**src/design/bsm_pkg.sv**
```systemverilog
`default_nettype none

package bsm_pkg;

    // Request operations
    typedef enum logic [1:0] {
        OP_READ   = 2'd0,
        OP_WRITE  = 2'd1,
        OP_KEY    = 2'd2,
        OP_UNUSED = 2'd3
    } t_op;

    // Result target codes
    typedef enum logic [3:0] {
        TGT_FLOAT    = 4'd0,
        TGT_DATA     = 4'd1,
        TGT_MAIN     = 4'd2,
        TGT_AUX      = 4'd3,
        TGT_LC_MAIN1 = 4'd4,
        TGT_LC_MAIN2 = 4'd5,
        TGT_LC_AUX1  = 4'd6,
        TGT_LC_AUX2  = 4'd7,
        TGT_ROM      = 4'd8,
        TGT_SLOT_ROM = 4'd9,
        TGT_EXT_IO   = 4'd10,
        TGT_IGNORED  = 4'd11,
        TGT_EXP_OFF  = 4'd12
    } t_target;

    // Kind of answer from the soft-switch page
    typedef enum logic [1:0] {
        IO_FLOAT = 2'd0,
        IO_DATA  = 2'd1,
        IO_EXT   = 2'd2
    } t_io_kind;

    // Memory map flag bit positions
    localparam int unsigned MM_STORE80   = 0;
    localparam int unsigned MM_RAMRD     = 1;
    localparam int unsigned MM_RAMWRT    = 2;
    localparam int unsigned MM_INTCXROM  = 3;
    localparam int unsigned MM_ALTZP     = 4;
    localparam int unsigned MM_SLOTC3ROM = 5;

    // Display flag bit positions
    localparam int unsigned DF_TEXT    = 0;
    localparam int unsigned DF_MIXED   = 1;
    localparam int unsigned DF_PAGE2   = 2;
    localparam int unsigned DF_HIRES   = 3;
    localparam int unsigned DF_COL80   = 4;
    localparam int unsigned DF_ALTCHAR = 5;
    localparam int unsigned DF_DHIRES  = 6;

    // Address map constants
    localparam logic [15:0] IO_BASE   = 16'hC000;
    localparam logic [15:0] EXP_OFF   = 16'hCFFF;
    localparam logic [15:0] LC_BASE   = 16'hD000;
    localparam logic [15:0] LC_HIGH   = 16'hE000;
    localparam logic [7:0]  IO_PAGE   = 8'hC0;

    // Soft-switch state
    typedef struct packed {
        logic [7:0] keyboard_latch;
        logic [5:0] mm;
        logic [6:0] disp;
        logic [3:0] ann;
        logic       io_disable;
        logic       bank_two;
        logic       rd_en;
        logic       wr_en;
        logic       prewrite;
    } t_sw_state;

    // Answer of the soft-switch page for one request
    typedef struct packed {
        t_io_kind   kind;
        logic [7:0] val;
        logic       spk;
        logic       vid;
    } t_io_result;

    // Decoded bus result
    typedef struct packed {
        t_target     target;
        logic [15:0] bank_offset;
        logic [7:0]  read_data;
        logic        write_strobe;
        logic [7:0]  write_value;
        logic        speaker_toggle;
        logic        video_refresh;
    } t_result;

endpackage

`default_nettype wire

```
**src/design/bank_switch_mmu.sv**
```systemverilog
// Bank-switching bus decoder with soft switches and language card. Each
// request on the slave stream is a bus read, a bus write or a keyboard latch
// load (tuser); it is decoded against the soft-switch state into a target
// store and byte offset, reported on the master stream with the display and
// annunciator flags as they stand after the access. Requests flow through an
// input register and a result register: one request per clock is taken while
// the master side keeps up. Stalling on the master side backs up through
// tready without losing or repeating any request. The RAM and ROM arrays and
// forwarded I/O live outside the block.
`default_nettype none

module bank_switch_mmu (
    input  wire         i_clk,
    input  wire         i_rst_n,
    // Request stream
    input  wire         s_axis_tvalid,
    output logic        s_axis_tready,
    // tdata: address[15:0], write_data[23:16], key_code[31:24],
    //        vertical_blank[32], floating_value[40:33], zero pad[47:41]
    input  wire [47:0]  s_axis_tdata,
    // tuser: operation[1:0]
    input  wire [1:0]   s_axis_tuser,
    // Result stream
    output logic        m_axis_tvalid,
    input  wire         m_axis_tready,
    // tdata: bank_offset[15:0], read_data[23:16], write_strobe[24],
    //        write_value[32:25], speaker_toggle[33], video_refresh[34],
    //        display_flags[41:35], annunciators[45:42], zero pad[47:46]
    output logic [47:0] m_axis_tdata,
    // tuser: target[3:0]
    output logic [3:0]  m_axis_tuser
);
    import bsm_pkg::*;

    // Input register
    logic        r_in_valid;
    logic [1:0]  r_operation;
    logic [15:0] r_address;
    logic [7:0]  r_write_data;
    logic [7:0]  r_key_code;
    logic        r_vertical_blank;
    logic [7:0]  r_floating_value;

    // Result register
    logic        r_out_valid;
    t_result     r_result;
    logic [6:0]  r_display_flags;
    logic [3:0]  r_annunciators;

    logic        fire;
    t_sw_state   state;
    t_io_result  io;
    t_result     result;
    logic [6:0]  disp_next;
    logic [3:0]  ann_next;

    assign fire          = r_in_valid && (!r_out_valid || m_axis_tready);
    assign s_axis_tready = !r_in_valid || fire;

    // Input stage control
    always_ff @(posedge i_clk) begin
        if (!i_rst_n) begin
            r_in_valid <= 1'b0;
        end else if (s_axis_tready) begin
            r_in_valid <= s_axis_tvalid;
        end
    end

    // Input stage payload
    always_ff @(posedge i_clk) begin
        if (s_axis_tvalid && s_axis_tready) begin
            r_operation      <= s_axis_tuser;
            r_address        <= s_axis_tdata[15:0];
            r_write_data     <= s_axis_tdata[23:16];
            r_key_code       <= s_axis_tdata[31:24];
            r_vertical_blank <= s_axis_tdata[32];
            r_floating_value <= s_axis_tdata[40:33];
        end
    end

    bsm_softswitch u_softswitch (
        .i_clk            (i_clk),
        .i_rst_n          (i_rst_n),
        .i_fire           (fire),
        .i_operation      (r_operation),
        .i_address        (r_address),
        .i_key_code       (r_key_code),
        .i_vertical_blank (r_vertical_blank),
        .o_state          (state),
        .o_io             (io),
        .o_disp_next      (disp_next),
        .o_ann_next       (ann_next)
    );

    bsm_decode u_decode (
        .i_operation      (r_operation),
        .i_address        (r_address),
        .i_write_data     (r_write_data),
        .i_floating_value (r_floating_value),
        .i_state          (state),
        .i_io             (io),
        .o_result         (result)
    );

    // Result stage control
    always_ff @(posedge i_clk) begin
        if (!i_rst_n) begin
            r_out_valid <= 1'b0;
        end else if (fire) begin
            r_out_valid <= 1'b1;
        end else if (m_axis_tready) begin
            r_out_valid <= 1'b0;
        end
    end

    // Result stage payload
    always_ff @(posedge i_clk) begin
        if (fire) begin
            r_result        <= result;
            r_display_flags <= disp_next;
            r_annunciators  <= ann_next;
        end
    end

    assign m_axis_tvalid = r_out_valid;
    assign m_axis_tuser  = r_result.target;
    assign m_axis_tdata  = {2'b00,
                            r_annunciators,
                            r_display_flags,
                            r_result.video_refresh,
                            r_result.speaker_toggle,
                            r_result.write_value,
                            r_result.write_strobe,
                            r_result.read_data,
                            r_result.bank_offset};

endmodule

`default_nettype wire

```
**src/design/bsm_softswitch.sv**
```systemverilog
`default_nettype none

module bsm_softswitch (
    input  wire                  i_clk,
    input  wire                  i_rst_n,
    input  wire                  i_fire,
    input  wire [1:0]            i_operation,
    input  wire [15:0]           i_address,
    input  wire [7:0]            i_key_code,
    input  wire                  i_vertical_blank,
    output bsm_pkg::t_sw_state   o_state,
    output bsm_pkg::t_io_result  o_io,
    output logic [6:0]           o_disp_next,
    output logic [3:0]           o_ann_next
);
    import bsm_pkg::*;

    t_sw_state  r_state;
    t_sw_state  n_state;
    t_io_result io;
    logic       io_hit;
    logic       wr;
    logic       on;
    logic [7:0] low;
    logic       stat;

    assign wr  = (i_operation == OP_WRITE);
    assign low = i_address[7:0];
    assign on  = low[0];
    assign io_hit = (i_operation == OP_READ || i_operation == OP_WRITE)
                    && (i_address[15:8] == IO_PAGE);

    // Status flag for C011-C01F
    always_comb begin
        case (low[3:0])
            4'h1:    stat = r_state.bank_two;
            4'h2:    stat = r_state.rd_en;
            4'h3:    stat = r_state.mm[MM_RAMRD];
            4'h4:    stat = r_state.mm[MM_RAMWRT];
            4'h5:    stat = r_state.mm[MM_INTCXROM];
            4'h6:    stat = r_state.mm[MM_ALTZP];
            4'h7:    stat = r_state.mm[MM_SLOTC3ROM];
            4'h8:    stat = r_state.mm[MM_STORE80];
            4'h9:    stat = i_vertical_blank;
            4'hA:    stat = r_state.disp[DF_TEXT];
            4'hB:    stat = r_state.disp[DF_MIXED];
            4'hC:    stat = r_state.disp[DF_PAGE2];
            4'hD:    stat = r_state.disp[DF_HIRES];
            4'hE:    stat = r_state.disp[DF_ALTCHAR];
            default: stat = r_state.disp[DF_COL80];
        endcase
    end

    // Soft-switch page decode and next state
    always_comb begin
        n_state = r_state;
        io.kind = IO_FLOAT;
        io.val  = 8'h00;
        io.spk  = 1'b0;
        io.vid  = 1'b0;

        if (i_operation == OP_KEY) begin
            n_state.keyboard_latch = i_key_code;
        end

        if (io_hit) begin
            if (low <= 8'h0F) begin
                if (wr) begin
                    if (low[3:1] < 3'd6) begin
                        n_state.mm[low[3:1]] = on;
                    end else if (low[3:1] == 3'd6) begin
                        n_state.disp[DF_COL80] = on;
                    end else begin
                        n_state.disp[DF_ALTCHAR] = on;
                    end
                end else if (low == 8'h00) begin
                    io.kind = IO_DATA;
                    io.val  = r_state.keyboard_latch;
                end
            end else if (low == 8'h10) begin
                // Keyboard strobe clear
                n_state.keyboard_latch[7] = 1'b0;
                io.kind = IO_DATA;
                io.val  = {1'b0, r_state.keyboard_latch[6:0]};
            end else if (low <= 8'h1F) begin
                io.kind = IO_DATA;
                io.val  = {stat, 7'd0};
            end else if (low == 8'h20 || low == 8'h30 || low == 8'h33) begin
                io.spk = 1'b1;
            end else if (low >= 8'h50 && low <= 8'h57) begin
                // Text, mixed, page2, hires in address order
                n_state.disp[{1'b0, low[2:1]}] = on;
                io.vid = 1'b1;
            end else if (low >= 8'h58 && low <= 8'h5F) begin
                if (!r_state.io_disable) begin
                    n_state.ann[low[2:1]] = on;
                end
                if (low == 8'h5E) begin
                    n_state.disp[DF_DHIRES] = 1'b1;
                end
                if (low == 8'h5F) begin
                    n_state.disp[DF_DHIRES] = 1'b0;
                end
            end else if ((low >= 8'h61 && low <= 8'h67) || low == 8'h70
                         || low >= 8'h90) begin
                io.kind = IO_EXT;
            end else if (low == 8'h7E || low == 8'h7F) begin
                if (wr) begin
                    n_state.io_disable = on;
                end else begin
                    io.kind = IO_DATA;
                    io.val  = {(on ? r_state.disp[DF_DHIRES] : r_state.io_disable), 7'd0};
                end
            end else if (low >= 8'h80 && low <= 8'h8F) begin
                // Language card control, address bit 2 ignored
                n_state.bank_two = ~low[3];
                n_state.rd_en    = (low[1:0] == 2'd0) || (low[1:0] == 2'd3);
                if (on) begin
                    n_state.wr_en    = r_state.wr_en | r_state.prewrite;
                    n_state.prewrite = ~wr;
                end else begin
                    n_state.wr_en    = 1'b0;
                    n_state.prewrite = 1'b0;
                end
            end
        end
    end

    // State registers
    always_ff @(posedge i_clk) begin
        if (!i_rst_n) begin
            r_state.keyboard_latch <= 8'h00;
            r_state.mm             <= 6'd0;
            r_state.disp           <= 7'b0000001;
            r_state.ann            <= 4'b1100;
            r_state.io_disable     <= 1'b0;
            r_state.bank_two       <= 1'b1;
            r_state.rd_en          <= 1'b0;
            r_state.wr_en          <= 1'b1;
            r_state.prewrite       <= 1'b0;
        end else if (i_fire) begin
            r_state <= n_state;
        end
    end

    assign o_state     = r_state;
    assign o_io        = io;
    assign o_disp_next = n_state.disp;
    assign o_ann_next  = n_state.ann;

endmodule

`default_nettype wire

```
**src/design/bsm_decode.sv**
```systemverilog
`default_nettype none

module bsm_decode (
    input  wire [1:0]            i_operation,
    input  wire [15:0]           i_address,
    input  wire [7:0]            i_write_data,
    input  wire [7:0]            i_floating_value,
    input  bsm_pkg::t_sw_state   i_state,
    input  bsm_pkg::t_io_result  i_io,
    output bsm_pkg::t_result     o_result
);
    import bsm_pkg::*;

    t_result res;
    logic    wr;
    logic    sel;
    logic    ax;
    logic    s80;
    logic    internal;
    logic    en;
    logic    b2;
    logic    alt;

    assign wr  = (i_operation == OP_WRITE);
    assign s80 = i_state.mm[MM_STORE80];
    assign sel = wr ? i_state.mm[MM_RAMWRT] : i_state.mm[MM_RAMRD];
    assign alt = i_state.mm[MM_ALTZP];
    assign en  = wr ? i_state.wr_en : i_state.rd_en;
    assign b2  = (i_address < LC_HIGH) && i_state.bank_two;

    // Main/aux select for the low 48K
    always_comb begin
        if (i_address[15:9] == 7'd0) begin
            ax = alt;
        end else if (i_address[15:10] == 6'b000001) begin
            ax = s80 ? i_state.disp[DF_PAGE2] : sel;
        end else if (i_address[15:13] == 3'b001) begin
            ax = s80 ? (i_state.disp[DF_PAGE2] && i_state.disp[DF_HIRES]) : sel;
        end else begin
            ax = sel;
        end
    end

    // Slot ROM source
    always_comb begin
        if ((i_address[15:8] == 8'hC3) || (i_address[11] == 1'b1)) begin
            internal = i_state.mm[MM_INTCXROM] || !i_state.mm[MM_SLOTC3ROM];
        end else begin
            internal = i_state.mm[MM_INTCXROM];
        end
    end

    // Target and offset mapping
    always_comb begin
        res.target         = TGT_IGNORED;
        res.bank_offset    = 16'h0000;
        res.read_data      = 8'h00;
        res.write_strobe   = 1'b0;
        res.write_value    = 8'h00;
        res.speaker_toggle = i_io.spk;
        res.video_refresh  = i_io.vid;

        if (i_operation == OP_READ || i_operation == OP_WRITE) begin
            if (wr) begin
                res.write_value = i_write_data;
            end
            if (i_address < IO_BASE) begin
                res.target       = ax ? TGT_AUX : TGT_MAIN;
                res.bank_offset  = i_address;
                res.write_strobe = wr;
            end else if (i_address[15:8] == IO_PAGE) begin
                if (i_io.kind == IO_EXT) begin
                    res.target       = TGT_EXT_IO;
                    res.bank_offset  = {8'h00, i_address[7:0]};
                    res.write_strobe = wr;
                end else if (!wr) begin
                    res.target      = (i_io.kind == IO_DATA) ? TGT_DATA : TGT_FLOAT;
                    res.bank_offset = {8'h00, i_address[7:0]};
                    res.read_data   = (i_io.kind == IO_DATA) ? i_io.val : i_floating_value;
                end
            end else if (i_address < EXP_OFF) begin
                if (!wr) begin
                    res.target      = internal ? TGT_ROM : TGT_SLOT_ROM;
                    res.bank_offset = {4'h0, i_address[11:0]};
                end
            end else if (i_address == EXP_OFF) begin
                res.target = TGT_EXP_OFF;
            end else if (en) begin
                if (b2) begin
                    res.target = alt ? TGT_LC_AUX2 : TGT_LC_MAIN2;
                end else begin
                    res.target = alt ? TGT_LC_AUX1 : TGT_LC_MAIN1;
                end
                res.bank_offset  = i_address - LC_BASE;
                res.write_strobe = wr;
            end else if (!wr) begin
                res.target      = TGT_ROM;
                res.bank_offset = i_address - IO_BASE;
            end
        end
    end

    assign o_result = res;

endmodule

`default_nettype wire
```
**config.mk**
```make
export PLATFORM = sky130hd
export DESIGN_NAME = bank_switch_mmu
export DESIGN_NICKNAME = d
export VERILOG_FILES = /design/src/design/bsm_pkg.sv /design/src/design/bank_switch_mmu.sv /design/src/design/bsm_softswitch.sv /design/src/design/bsm_decode.sv
export SDC_FILE = /design/constraint.sdc
export NUM_CORES = 1
export LEC_CHECK = 0
export BUFFER_PORTS_ARGS = -buffer_cell sky130_fd_sc_hd__buf_4
export CORE_MARGIN = 2
export CORE_UTILIZATION = 45
export CTS_CLUSTER_SIZE = 14
export DETAILED_ROUTE_END_ITERATION = 8
export PLACE_DENSITY = 0.74
export SKIP_CTS_REPAIR_TIMING = 1
export SLEW_MARGIN = 5
export SYNTH_ARGS = -nofsm -noshare
export SYNTH_HDL_FRONTEND = slang
export SYNTH_SLANG_ARGS = --single-unit
```
**constraint.sdc**
```tcl
create_clock -name i_clk -period 3.7 [get_ports i_clk]
set_input_delay 0.37 -clock i_clk [delete_from_list [all_inputs] [get_ports i_clk]]
set_output_delay 0.37 -clock i_clk [all_outputs]
set_load 0.02 [all_outputs]
```
==> Word-level counts from Yosys, hierarchy flattened <==
Index checks and enable logic that the tools add are counted.
{ "totals": {"register_bits": 125, "inputBits": 54, "out_inout_bits": 54, "wordCells": 230} }
{ "op_classes": {"n_addsub": 2, "magnitude_cmp": 21, "eq_ne": 34, "mux": 93, "bitwise": 14, "reduce_logical": 39} }
{ "op_table": {"columns": ["op", "count"], "rows": [
  ["$mux W20", 6],
  ["$mux W16", 5],
  ["$mux W10", 7],
  ["$lt A16 B16 Y1 const B", 3],
  ["$eq A8 B7 Y1 const B", 5],
  ["$mux W1", 38],
  ["$mux W9", 4],
  ["$sub A16 B16 Y16 const B", 2],
  ["$eq A4 B4 Y1 const B", 7],
  ["$mux W28", 1],
  ["$eq A8 B6 Y1 const B", 3],
  ["$ge A8 B7 Y1 const B", 3],
  ["$le A8 B7 Y1 const B", 3],
  ["$mux W4", 6],
  ["$mux W8", 3],
  ["$reduce_and A11 Y1", 2],
  ["$mux W2", 10],
  ["$mux W18", 1],
  ["$eq A16 B16 Y1 const B", 1],
  ["$eq A4 B3 Y1 const B", 4],
  ["$eq A8 B8 Y1 const B", 2],
  ["$ge A8 B8 Y1 const B", 2],
  ["$pmux W1 S14", 1],
  ["$mux W13", 1],
  ["38 further kinds", 83]
]} }

==> Logic depth before layout (Yosys ltp) <==
Gate-level depths: netlist (run 1).
{ "logic_depth": {"ltp_word": 18, "ltp_mapped": 9, "ltp_nobuf": 7} }

==> By module <==
Synthesis (run 1) repeated with hierarchy kept, for this count alone.
{ "unflattened": {"hier_cells": 511, "hier_area_um2": 5982.0} }
{ "modules_own_cells": {"columns": ["module", "instances", "cells_each", "area_each_um2", "seq_area_each_um2"], "rows": [
  ["bank_switch_mmu", 1, 105, 2915.3, 2832.7],
  ["bsm_softswitch", 1, 263, 2215.9, 600.6],
  ["bsm_decode", 1, 143, 850.8, 0.0]
]} }

==> Worst setup path before layout (run 1) <==
No wires, ideal clock.
{ "synth_timing": {"kind": "reg2reg", "from": "reg r_out_valid, in the netlist m_axis_tvalid", "to": "reg u_softswitch.r_state, in the netlist u_softswitch.o_state[7]", "setup_time_ns": 0.129, "arrival_time_ns": 2.819, "required_time_ns": 3.571, "path_slack_ns": 0.752, "stages_incl_launch_ff": 8, "n_path_buf": 1, "cell_sequence": "dfxtp_1 -> nand2b_1 -> nand2_1 -> inv_1 -> clkbuf_1 -> nand4_1 -> mux2i_1 -> nand2_1"} }
{ "synth_between": {"elab_chain_len": 3} }
{ "synth_lines": {"columns": ["item", "line_no", "rtl"], "rows": [
  ["from (decl)", "bank_switch_mmu.sv:45", "logic r_out_valid;"],
  ["from (signal assigned)", "bank_switch_mmu.sv:108", "r_out_valid <= 1'b0;"],
  ["from (signal assigned)", "bank_switch_mmu.sv:110", "r_out_valid <= 1'b1;"],
  ["from (signal assigned)", "bank_switch_mmu.sv:112", "r_out_valid <= 1'b0;"],
  ["$logic_not A1 Y1", "bank_switch_mmu.sv:57", "assign fire = r_in_valid && (!r_out_valid || m_axis_tready);"],
  ["$logic_or A1 B1 Y1", "bank_switch_mmu.sv:57", null],
  ["$logic_and A1 B1 Y1", "bank_switch_mmu.sv:57", null],
  ["named net fire", "bank_switch_mmu.sv:50", "logic fire;"],
  ["to (signal assigned)", "bsm_softswitch.sv:142", "r_state <= n_state;"],
  ["to (decl)", "bsm_softswitch.sv:18", "t_sw_state r_state;"]
]} }
The timed path passes the listed nets, and every way through them passes these cells.
A chain may end at the register's enable or synchronous reset.

==> Final worst setup path (run 1) <==
{ "layout_timing": {"from": "reg r_address[1]", "to": "reg r_result, in the netlist m_axis_tdata[6], data pin"} }
{ "layout_between": {"elab_chain_len": 16, "word_cells_on_any_way": 49, "cone_classes": "add/sub (2); order compare (11); eq/ne (9); mux (18); reduce/logical (9)"} }
{ "layout_lines": {"columns": ["item", "line_no", "rtl"], "rows": [
  ["from (decl)", "bank_switch_mmu.sv:38", "logic [15:0] r_address;"],
  ["from (signal assigned)", "bank_switch_mmu.sv:73", "r_address <= s_axis_tdata[15:0];"],
  ["$ge A8 B7 Y1 or $le A8 B7 Y1 (tied branches)", "bsm_softswitch.sv:104", "end else if ((low >= 8'h61 && low <= 8'h67) || low == 8'h70"],
  ["$logic_and A1 B1 Y1", "bsm_softswitch.sv:104", null],
  ["$logic_or A1 B1 Y1", "bsm_softswitch.sv:104", null],
  ["$logic_or A1 B1 Y1", "bsm_softswitch.sv:105", "|| low >= 8'h90) begin"],
  ["$mux W2", "bsm_softswitch.sv:104", null],
  ["$mux W10", "bsm_softswitch.sv:94", "end else if (low >= 8'h58 && low <= 8'h5F) begin"],
  ["$mux W10", "bsm_softswitch.sv:90", "end else if (low >= 8'h50 && low <= 8'h57) begin"],
  ["$mux W10", "bsm_softswitch.sv:88", "end else if (low == 8'h20 || low == 8'h30 || low == 8'h33) begin"],
  ["$mux W10", "bsm_softswitch.sv:85", "end else if (low <= 8'h1F) begin"],
  ["$mux W10", "bsm_softswitch.sv:80", "end else if (low == 8'h10) begin"],
  ["$mux W10", "bsm_softswitch.sv:67", "if (low <= 8'h0F) begin"],
  ["$mux W12", "bsm_softswitch.sv:66", "if (io_hit) begin"],
  ["$eq A2 B2 Y1", "bsm_decode.sv:72", "if (i_io.kind == IO_EXT) begin"],
  ["$mux W20", "bsm_decode.sv:72", null],
  ["$mux W20", "bsm_decode.sv:71", "end else if (i_address[15:8] == IO_PAGE) begin"],
  ["$mux W20 *", "bsm_decode.sv:67", "if (i_address < IO_BASE) begin"],
  ["to (signal assigned)", "bank_switch_mmu.sv:119", "r_result <= result;"],
  ["to (decl)", "bank_switch_mmu.sv:46", "t_result r_result;"]
]} }
Every way passes the cells marked *; elsewhere a longest branch is shown, timed or not.

==> reports/qor.csv, run 1 <==
metric,value,unit
status,finished clean,
worstSkewPairLatency,410,ps
ctsRootBufferMaster,clkbuf_16,
relSlewSlack,35.78,%
syn_to_final_growth,25.90,%
cts_tree,done,
r2r_start,r_address[1]$_DFFE_PP_,
hold_start,s_axis_tdata[20],
hold_end,r_write_data[4]$_DFFE_PP_,
yosysSeqAreaShare,60.69,%
report.final.slew_viol_count,0,
io_pins,108,
finalHoldViolCount,0,
min_path_cells,1,
p_sw_share,22.02,%
reg2regPathDepth,7,
rsz0062_at_grt,false,
pwr_density_cell,496.3,nW/um2
synth_area_leaders,"edfxtp_1 49%, dfxtp_1 11%, mux2i_1 3.0%, nand2_1 2.5%, and2_1 2.4%",
maxClockFrequency,0.3356,GHz
grtUsageTotal,19.81,%
ff2ff_setup_slack,720,ps
die_x,116.1,um
finalClockSkew,9.707,ps
power_switching,0.0007784,W
p_leak,2.775,nW
cp_max_fo,13,
drc,0,
worst_setup_path_end_kind,flop,
drt_wl_total,12920,um
hold_class,input port to flop,
ant_nets,0,
antenna_found_initial,0,
rows,40,
antenna_cells,0,
routed.top_layer,met4,
r2r_end,m_axis_tdata[6]$_SDFFCE_PP0P_,
intPower,0.002756,W
vdd_drop_max,0.5086,mV
gp_congestion,0.8866,
ys_seq_elements,125,
clock_sinks,125,
clk_pin_slew_worst_paths,60,ps
cts.path.max_buffers,2,
yosysTopAreaCellShare,49.37,%
final_util,58.56,%
synth_ff_type,edfxtp_1,
final_nets,629,
cts_buffers,17,
fin_setup_tns,0,ps
cts.htree.levels,4,
yosysWarnings,0,
viasPerCell,5.579,
fin_crit,2979,ps
grt-ovfl-total,0,
design.core.area,12160,um2
dieArea,13480,um2
fillers,992,
setup_viol,0,
grt_first_pass_wirelength,20160,um
drt_iter0_drc,322,
wl_per_cell,17.27,um
critical_path_class,flop to flop,
synth_area_leader_cell,edfxtp_1,
vias,4173,
whs,131.7,ps
met1_length,5630,um
crit_slowest_cell,edfxtp_1,
fin_area,7122,um2
io_buffers,98,
syn_area,5657,um2
cp_top_family,compound AO/OA/AOI/OAI gates,
synthCells,472,
avgSynthCellArea,11.98,um2
synth_edf_count,93,
drive_gt1_share,27.24,%
async_flop_share,0,%
drv_cap,0,
drtPass1Iterations,5,
crit_required,3970,ps
start_util,46.51,%
seq_power_share,45.7,%
critPathBufInv,1,
grt_start_max_net_pins,60,
place_area,6530,um2
fp.dieH,116.1,um
multi_input_area,2031,um2
cp-start-kind,flop,
worst_pin_slew,963.2,ps
hpwlAfterDp,8822,um
cp.arrival,3250,ps
grt_pass1_vias,3963,
p_clk_share,46.8,%
seqCellArea,3433,um2
p_comb_share,7.6,%
ys_types,73,
wl_met3,909,um
crit_chain,inv_1 > ha_1 > nor3b_1 > o2bb2ai_1 > o21ai_1 > a311oi_2 > and2_1,
min_period_over_period,80.52,%
dr_wl_met2,6119,um
max_stage_delay,620,ps
## per-layer routing
metal | track usage [%] | up-vias
met5 | 0 | -
met4 | 8.889 | 0
met3 | 4.982 | 22
met2 | 31.38 | 185
met1 | 25.93 | 1999
li1 | - | 1967
## placed cells by master, fill, tap and decap left out, types with 5 or more instances in the layout
cell,Yosys,layout
edfxtp_1,93,93
o31ai_1,7,7
nand3_1,8,8
inv_1,14,13
nor3_1,12,12
mux2_4,5,5
nor4_1,5,5
o41ai_1,5,5
dfxtp_1,32,32
nor2b_1,6,6
mux2i_1,17,17
nand4_1,5,5
ha_1,8,8
nand2b_1,12,12
buf_4,3,107
a21oi_1,15,15
nor2_1,36,36
and2_1,22,21
nand2_1,38,38
o21ai_0,11,11
a22oi_1,10,10
clkbuf_16,0,17
## layout make-up
| class | count | area share, % |
|---|---|---|
| sequential | 125 | 48.21 |
| multi-input combinational | 302 | 28.51 |
| timing repair buffer | 107 | 11.28 |
| clock buffer | 20 | 6.272 |
| tap | 168 | 2.952 |
| clock inverter | 12 | 2.038 |
| inverter | 14 | 0.7379 |
## metrics by stage
stage | power, W | setup WS (ps) | instances
floorplan | 0.001788 | 752.4 | 473
global placement | 0.001902 | 827.0 | 716
detailed placement | 0.001909 | 792.0 | 716
CTS | 0.003560 | 767.8 | 748
global route | 0.003646 | 483.1 | 748
finish | 0.003535 | 720.6 | 748
## cells by family (layout without fill, tap and decap cells)
kind of cell    after synthesis  count (layout)  share of synthesized area, %
compound gates               90              90                         11.50
xor+xnor                      1               1                        0.1549
fa+ha+maj                     8               8                         1.770
buf+inv                      46             153                         3.495
flops                       125             125                         60.69
mux                          26              26                         5.131
other cells                   1               2                       0.06629
simple gates                175             175                         17.19
## power groups by stage
stage          combinational, W  clock, W  sequential, W
6_report               0.000267   0.00165        0.00161
3_5_place_dp           0.000268         0        0.00164
5_1_grt                0.000291   0.00173        0.00162
3_3_place_gp           0.000262         0        0.00164
4_1_cts                0.000268   0.00168        0.00161
2_1_floorplan          0.000132         0        0.00166
## sequential cells by signal, summed over array words and instances, names as in the netlist
signal and flops:
m_axis_tdata 35, u_softswitch.o_state 30, r_address 16, r_floating_value 8
r_key_code 8, r_write_data 8, r_display_flags 7, m_axis_tuser 4
r_annunciators 4, r_operation 2, m_axis_tvalid 1, r_in_valid 1
r_vertical_blank 1
## how the worst max path moves through the flow
stage,slack (ps),end,start,depth (start not counted)
2_1_floorplan,750,u_softswitch.o_state[7]$_SDFFE_PN1P_,m_axis_tvalid$_SDFFE_PN0P_,7
3_3_place_gp,830,m_axis_tdata[1]$_SDFFCE_PP0P_,r_address[1]$_DFFE_PP_,7
3_5_place_dp,790,m_axis_tdata[6]$_SDFFCE_PP0P_,r_address[1]$_DFFE_PP_,7
4_1_cts,770,m_axis_tdata[6]$_SDFFCE_PP0P_,r_address[1]$_DFFE_PP_,7
5_1_grt,480,m_axis_tdata[6]$_SDFFCE_PP0P_,r_address[1]$_DFFE_PP_,7
6_report,720,m_axis_tdata[6]$_SDFFCE_PP0P_,r_address[1]$_DFFE_PP_,7
## Yosys cell counts, types with 3 or more instances
cell      instances
nor3b_1           4
buf_2             5
o21ai_0          11
and2_1           22
o311ai_0          4
nand2b_1         12
nor4b_1           3
a31oi_1           4
nor4_1            5
ha_1              8
edfxtp_1         93
o211ai_1          3
mux2i_1          17
and4_1            3
o21ai_1           3
and3_1            4
o31ai_1           7
nand4_1           5
nor3_1           12
nor2b_1           6
dfxtp_1          32
nor2_1           36
a21oi_1          15
mux2_2            4
nand2_1          38
a221oi_1          3
a22oi_1          10
nand3_1           8
mux2_4            5
o41ai_1           5
clkbuf_1         22
buf_4             3
inv_1            14
Power figures use the tool's default switching activity.
==> inputs of run 2 (changes only) <==
PLACE_DENSITY = 0.77   (was 0.74)
clock period = 2.7 ns   (was 3.7 ns; I/O delays follow)
==> reports/qor.csv, run 2 (synthesis results as in run 1) <==
metric,value,unit,change
grt_start_max_net_pins,60,,unchanged
relSlewSlack,62.61,%,+27 points
gp_congestion,0.9192,,+3.7%
final_nets,657,,+4.5%
final_util,60.61,%,+2.0 points
hpwlAfterDp,9300,um,+5.4%
fin_area,7371,um2,+3.5%
r2r_end,m_axis_tuser[0]$_SDFFCE_PP1P_,,
setup_viol,0,,unchanged
power_switching,0.001055,W,+35%
grt-ovfl-total,0,,unchanged
worst_pin_slew,559.2,ps,-404.0 ps
intPower,0.003878,W,+41%
place_area,6765,um2,+3.6%
grtUsageTotal,21.28,%,+1.5 points
crit_start,r_address[15]$_DFFE_PP_,,
grt_pass1_vias,4260,,+7.5%
io_pins,108,,unchanged
ctsRootBufferMaster,clkbuf_16,,
hold_start,s_axis_tdata[28],,
cp-start-kind,flop,,
cp.arrival,2660,ps,-590 ps
drv_cap,0,,unchanged
cp_max_fo,8,,-5
routed.top_layer,met4,,
cts_buffers,17,,unchanged
grt_first_pass_wirelength,21520,um,+6.7%
design.core.area,12160,um2,unchanged
start_util,46.51,%,unchanged
wl_met3,1242,um,+37%
cts_tree,done,,
drt_wl_total,13610,um,+5.3%
ant_nets,0,,unchanged
antenna_found_initial,0,,unchanged
drc,0,,unchanged
cts.htree.levels,4,,unchanged
finalClockSkew,5.443,ps,-4.264 ps
drtPass1Iterations,5,,unchanged
critical_path_class,flop to flop,,
p_comb_share,8.4,%,+0.8 points
report.final.slew_viol_count,0,,unchanged
dr_wl_met2,6456,um,+5.5%
clock_sinks,125,,unchanged
viasPerCell,5.590,,+0.20%
final_cell_mix,"133 x buf_4, 93 x edfxtp_1, 38 x nand2_1",,
dieArea,13480,um2,unchanged
ff2ff_setup_slack,190,ps,-530 ps
reg2regPathDepth,7,,unchanged
met1_length,5581,um,-0.87%
vias,4338,,+4.0%
syn_to_final_growth,30.30,%,
wl_per_cell,17.53,um,+1.5%
antenna_cells,0,,unchanged
p_sw_share,21.38,%,-0.64 points
layout_commonest_cell,buf_4,,
seq_power_share,44.5,%,-1.2 points
drt_iter0_drc,319,,-0.93%
p_clk_share,47.1,%,+0.3 points
fillers,986,,-0.60%
clk_pin_slew_worst_paths,50,ps,about the same
vdd_drop_max,0.5838,mV,+15%
worstSkewPairLatency,420,ps,about the same
place_inst,744,,+3.9%
r2r_start,r_address[15]$_DFFE_PP_,,
status,finished clean,,
fp.dieH,116.1,um,unchanged
fin_crit,2511,ps,-468.0 ps
fin_setup_tns,0,ps,unchanged
rows,40,,unchanged
crit_end,m_axis_tuser[0]$_SDFFCE_PP1P_,,
p_leak,2.926,nW,+5.4%
io_buffers,98,,unchanged
worst_setup_path_end_kind,flop,,
finalNonFillerCells,776,,+3.7%
cts.path.max_buffers,2,,unchanged
crit_required,2850,ps,-1120 ps
drive_gt1_share,30.10,%,+2.9 points
min_period_over_period,93.02,%,+12 points
largest_reg_flops,35,,unchanged
hold_class,input port to flop,,
maxClockFrequency,0.3982,GHz,+19%
finalHoldViolCount,0,,unchanged
die_x,116.1,um,unchanged
pwr_density_cell,669.3,nW/um2,+35%
rsz0062_at_grt,false,,
-- run 2: final cells by class --
class	count	area, um2	area share [%]
Inverter	14	52.55	0.7130
Sequential cell	125	3433	46.58
Multi-Input combinational cell	302	2031	27.55
Clock inverter	6	106.4	1.443
Timing Repair Buffer	135	1039	14.09
Tap cell	168	210.2	2.852
Clock buffer	26	499.2	6.773
-- run 2: how the worst min path moves through the flow --
stage,to,depth (start not counted)
floorplan,r_address[0]$_DFFE_PP_,0
CTS,r_address[2]$_DFFE_PP_,1
global placement,u_softswitch.o_state[0]$_SDFFE_PN0P_,2
global route,r_key_code[0]$_DFFE_PP_,1
finish,r_key_code[4]$_DFFE_PP_,1
detailed placement,r_key_code[6]$_DFFE_PP_,1
-- run 2: power by group through the flow --
stage | clock [W] | sequential, W | combinational [W]
2_1_floorplan | 0 | 0.00227 | 0.000181
3_3_place_gp | 0 | 0.00223 | 0.000403
3_5_place_dp | 0 | 0.00223 | 0.000412
4_1_cts | 0.00236 | 0.00220 | 0.000414
5_1_grt | 0.00246 | 0.00220 | 0.000448
6_report | 0.00232 | 0.00220 | 0.000414
-- run 2: critical path, cell delays in order (launching register included) --
cell	delay (ps)
edfxtp_1	440
ha_1	370
nand4_1	180
or4_1	460
buf_4	180
and2_0	150
a222oi_1	310
o311ai_1	160
-- run 2: stage by stage --
step | hold WS (ps) | total power [W] | setup slack (ps)
floorplan | 368.9 | 0.002449 | 256.6
global placement | 443.2 | 0.002634 | 278.2
detailed placement | 449.3 | 0.002645 | 227.4
CTS | 7.700 | 0.004971 | 206.4
global route | 4.909 | 0.005106 | 26.03
finish | 25.45 | 0.004933 | 188.6
-- run 2: per-layer routing --
metal,up-vias,global-route usage [%]
met5,-,0
met4,0,9.206
met3,32,7.213
met2,221,33.53
met1,2069,26.95
li1,2016,-
==> inputs of run 3 (changes only) <==
BUFFER_PORTS_ARGS = -buffer_cell sky130_fd_sc_hd__buf_2   (was -buffer_cell sky130_fd_sc_hd__buf_4)
PLACE_DENSITY = 0.76   (was 0.77)
SLEW_MARGIN = 20   (was 5)
SYNTH_HIERARCHICAL = 1   (was unset)
==> reports/qor.csv, run 3 <==
metric,value,unit,change
grtUsageTotal,19.93,%,-1.3 points
place_inst,779,,+4.7%
async_flop_share,0,%,unchanged
p_clk_share,45.0,%,-2.1 points
report.final.slew_viol_count,0,,unchanged
ctsRootBufferMaster,clkbuf_16,,
cts.htree.levels,4,,unchanged
p_comb_share,7.7,%,-0.7 points
fin_setup_tns,0,ps,unchanged
cts.path.max_buffers,2,,unchanged
finalHoldViolCount,0,,unchanged
relSlewSlack,59.63,%,-3.0 points
rsz0062_at_grt,false,,
maxClockFrequency,0.3948,GHz,-0.84%
crit_required,2860,ps,about the same
avgSynthCellArea,11.71,um2,-2.3%
intPower,0.003561,W,-8.2%
worst_pin_slew,605.6,ps,+46.37 ps
drt_iter0_drc,318,,-0.31%
ys_seq_elements,125,,unchanged
clk_pin_slew_worst_paths,60,ps,about the same
pwr_density_cell,635.2,nW/um2,-5.1%
synthMuxAreaShare,6.066,%,+0.93 points
cts_tree,done,,
critical_path_class,flop to flop,,
yosysTopAreaCellShare,46.68,%,-2.7 points
cp-start-kind,flop,,
ant_nets,0,,unchanged
syn_area,5982,um2,+5.8%
die_x,119.3,um,+2.7%
grt_busiest_layer,met2,,
fillers,1106,,+12%
drtPass1Iterations,5,,unchanged
drt_wl_total,13740,um,+0.98%
p_leak,2.808,nW,-4.0%
cp.arrival,2690,ps,+30 ps
seqCellArea,3433,um2,unchanged
critPathBufInv,1,,unchanged
yosysWarnings,6,,+6
grtUsageMet1,25.51,%,-1.4 points
synth_ff_type,edfxtp_1,,
cp_top_family,compound AO/OA/AOI/OAI gates,,
crit_chain,inv_2 > ha_2 > nand2_1 > a2111oi_1 > o21ai_0 > a21oi_2 > nor2b_2 > a21oi_1 > o32a_1 > o32ai_1 > nor2_1,,
post-synth-top-count-cell,edfxtp_1,,
io_buffers,98,,unchanged
finalClockSkew,10.57,ps,+5.126 ps
viasPerCell,5.344,,-4.4%
hpwlAfterDp,9553,um,+2.7%
synth_area_leaders,"edfxtp_1 47%, dfxtp_1 11%, mux2i_1 4.2%, and2_1 2.9%, nor2b_1 2.9%",,
dp_worst_setup_slack,100.6,ps,-126.8 ps
crit_slowest_cell,edfxtp_1,,
syn_to_final_growth,22.34,%,
yosysSeqAreaShare,57.39,%,-3.3 points
status,finished clean,,
synth_xor_area_share,0.1464,%,-0.0084 points
drc,0,,unchanged
grt_pass1_vias,4357,,+2.3%
synthCells,511,,+8.3%
multi_input_area,2282,um2,+12%
power_switching,0.001088,W,+3.2%
synth_area_leader_cell,edfxtp_1,,
grt_first_pass_wirelength,21690,um,+0.77%
synth_commonest_cells,"93 x edfxtp_1, 45 x nand2_1, 32 x dfxtp_1, 30 x a21oi_1",,
final_nets,685,,+4.3%
min_period_over_period,93.81,%,+0.79 points
rows,42,,+5.0%
antenna_cells,0,,unchanged
vias,4339,,+0.023%
start_util,45.72,%,-0.80 points
layout_commonest_cell,buf_2,,
finalNonFillerCells,812,,+4.6%
cts_buffers,17,,unchanged
synthAdderAreaFrac,1.673,%,-0.096 points
clock_sinks,125,,unchanged
seq_power_share,47.3,%,+2.8 points
drive_gt1_share,32.08,%,+2.0 points
max_stage_delay,460,ps,about the same
drv_cap,0,,unchanged
cp_max_fo,4,,-4
use_met2,31.47,%,-2.1 points
synth_compound_area_share,8.994,%,-2.5 points
worst_slack,167.2,ps,-21.36 ps
hold_class,input port to flop,,
largest_reg_flops,35,,unchanged
io_pins,108,,unchanged
fin_crit,2533,ps,+21.36 ps
design.core.area,13090,um2,+7.6%
p_sw_share,23.41,%,+2.0 points
synth_edf_count,93,,unchanged
final_cell_mix,"98 x buf_2, 93 x edfxtp_1, 45 x nand2_1",,
dieArea,14230,um2,+5.6%
ys_types,76,,+4.1%
worst_setup_path_end_kind,flop,,
grt_start_max_net_pins,44,,-27%
vdd_drop_max,0.4361,mV,-25%
fp.dieH,119.3,um,+2.7%
setup_viol,0,,unchanged
worstSkewPairLatency,430,ps,about the same
gp_congestion,0.9023,,-1.8%
grt_util_met3,5.795,%,-1.4 points
antenna_found_initial,0,,unchanged
wl_per_cell,16.92,um,-3.5%
synth_simple_gate_area_share,20.56,%,+3.4 points
grt-ovfl-total,0,,unchanged
synth_top_family_by_area,simple AND/OR/NAND/NOR gates,,
==> run 3: changes by cell type after synthesis, moves of 8 or more <==
cell / delta
buf_4: +15
mux2i_1: +8
clkbuf_1: -14
nor2b_1: +22
nor2_1: -18
a21oi_1: +15
buf_2: +8
a22oi_1: -9
==> run 3: metal layers <==
| layer | share of wire [%] | wire length, um |
|---|---|---|
| met1 | 44 | 6020 |
| met4 | 2.8 | 383 |
| met5 | 0 | 0 |
| met3 | 6.4 | 881 |
| met2 | 47 | 6456 |
==> run 3: layout make-up <==
| cell class | instances | share of cell area [%] |
|---|---|---|
| clock buffer | 23 | 6.685 |
| clock inverter | 9 | 0.8548 |
| inverter | 16 | 0.8377 |
| multi-input combinational | 330 | 31.18 |
| sequential | 125 | 46.91 |
| tap | 176 | 3.009 |
| timing repair buffer | 133 | 10.51 |
==> run 3: stage by stage <==
stage	util (%)	cell area (um2)	power [W]	hold WS, ps
2_1_floorplan	-	6006	0.002445	368.9
3_3_place_gp	51.52	6741	0.002582	446.3
3_5_place_dp	51.52	6741	0.002591	448.1
4_1_cts	55.74	7293	0.004695	-4.205
5_1_grt	55.93	7318	0.004801	1.448
6_report	55.93	7318	0.004649	19.13
==> run 3: power groups by stage <==
stage / sequential, W / combinational, W / clock (W)
floorplan: 0.00227 / 0.000172 / 0
global placement: 0.00223 / 0.000348 / 0
detailed placement: 0.00224 / 0.000354 / 0
CTS: 0.00220 / 0.000356 / 0.00214
global route: 0.00221 / 0.000388 / 0.00221
finish: 0.00220 / 0.000359 / 0.00209
==> run 3: kinds of logic (layout without fill, tap and decap cells) <==
logic type	Yosys count	after routing
AOI/OAI and AO/OA	82	82
xor gates and xnor gates	1	1
adders and majority gates	8	8
buffers and inverters	57	181
DFF	125	125
muxes	35	35
other	1	2
and+or+nand+nor	202	202
==> run 3: path summary, 6_finish.rpt <==
path	startpoint	to	slack, ps	cells after the start
hold reg to reg	u_softswitch/o_state[5]$_SDFFE_PN0P_	u_softswitch/o_state[5]$_SDFFE_PN0P_	470	2
setup reg to reg	r_address[0]$_DFFE_PP_	m_axis_tuser[0]$_DFFE_PP_	170	11
setup / recovery	r_address[0]$_DFFE_PP_	m_axis_tuser[0]$_DFFE_PP_	170	11
hold / removal	s_axis_tdata[36]	r_floating_value[3]$_DFFE_PP_	20	1
==> run 3: worst register-to-register path, cell delays in order, from the launching register on <==
cell	delay, ps
edfxtp_1	460
inv_2	120
ha_2	200
nand2_1	50
a2111oi_1	380
o21ai_0	170
a21oi_2	210
nor2b_2	200
a21oi_1	50
o32a_1	170
o32ai_1	180
nor2_1	70
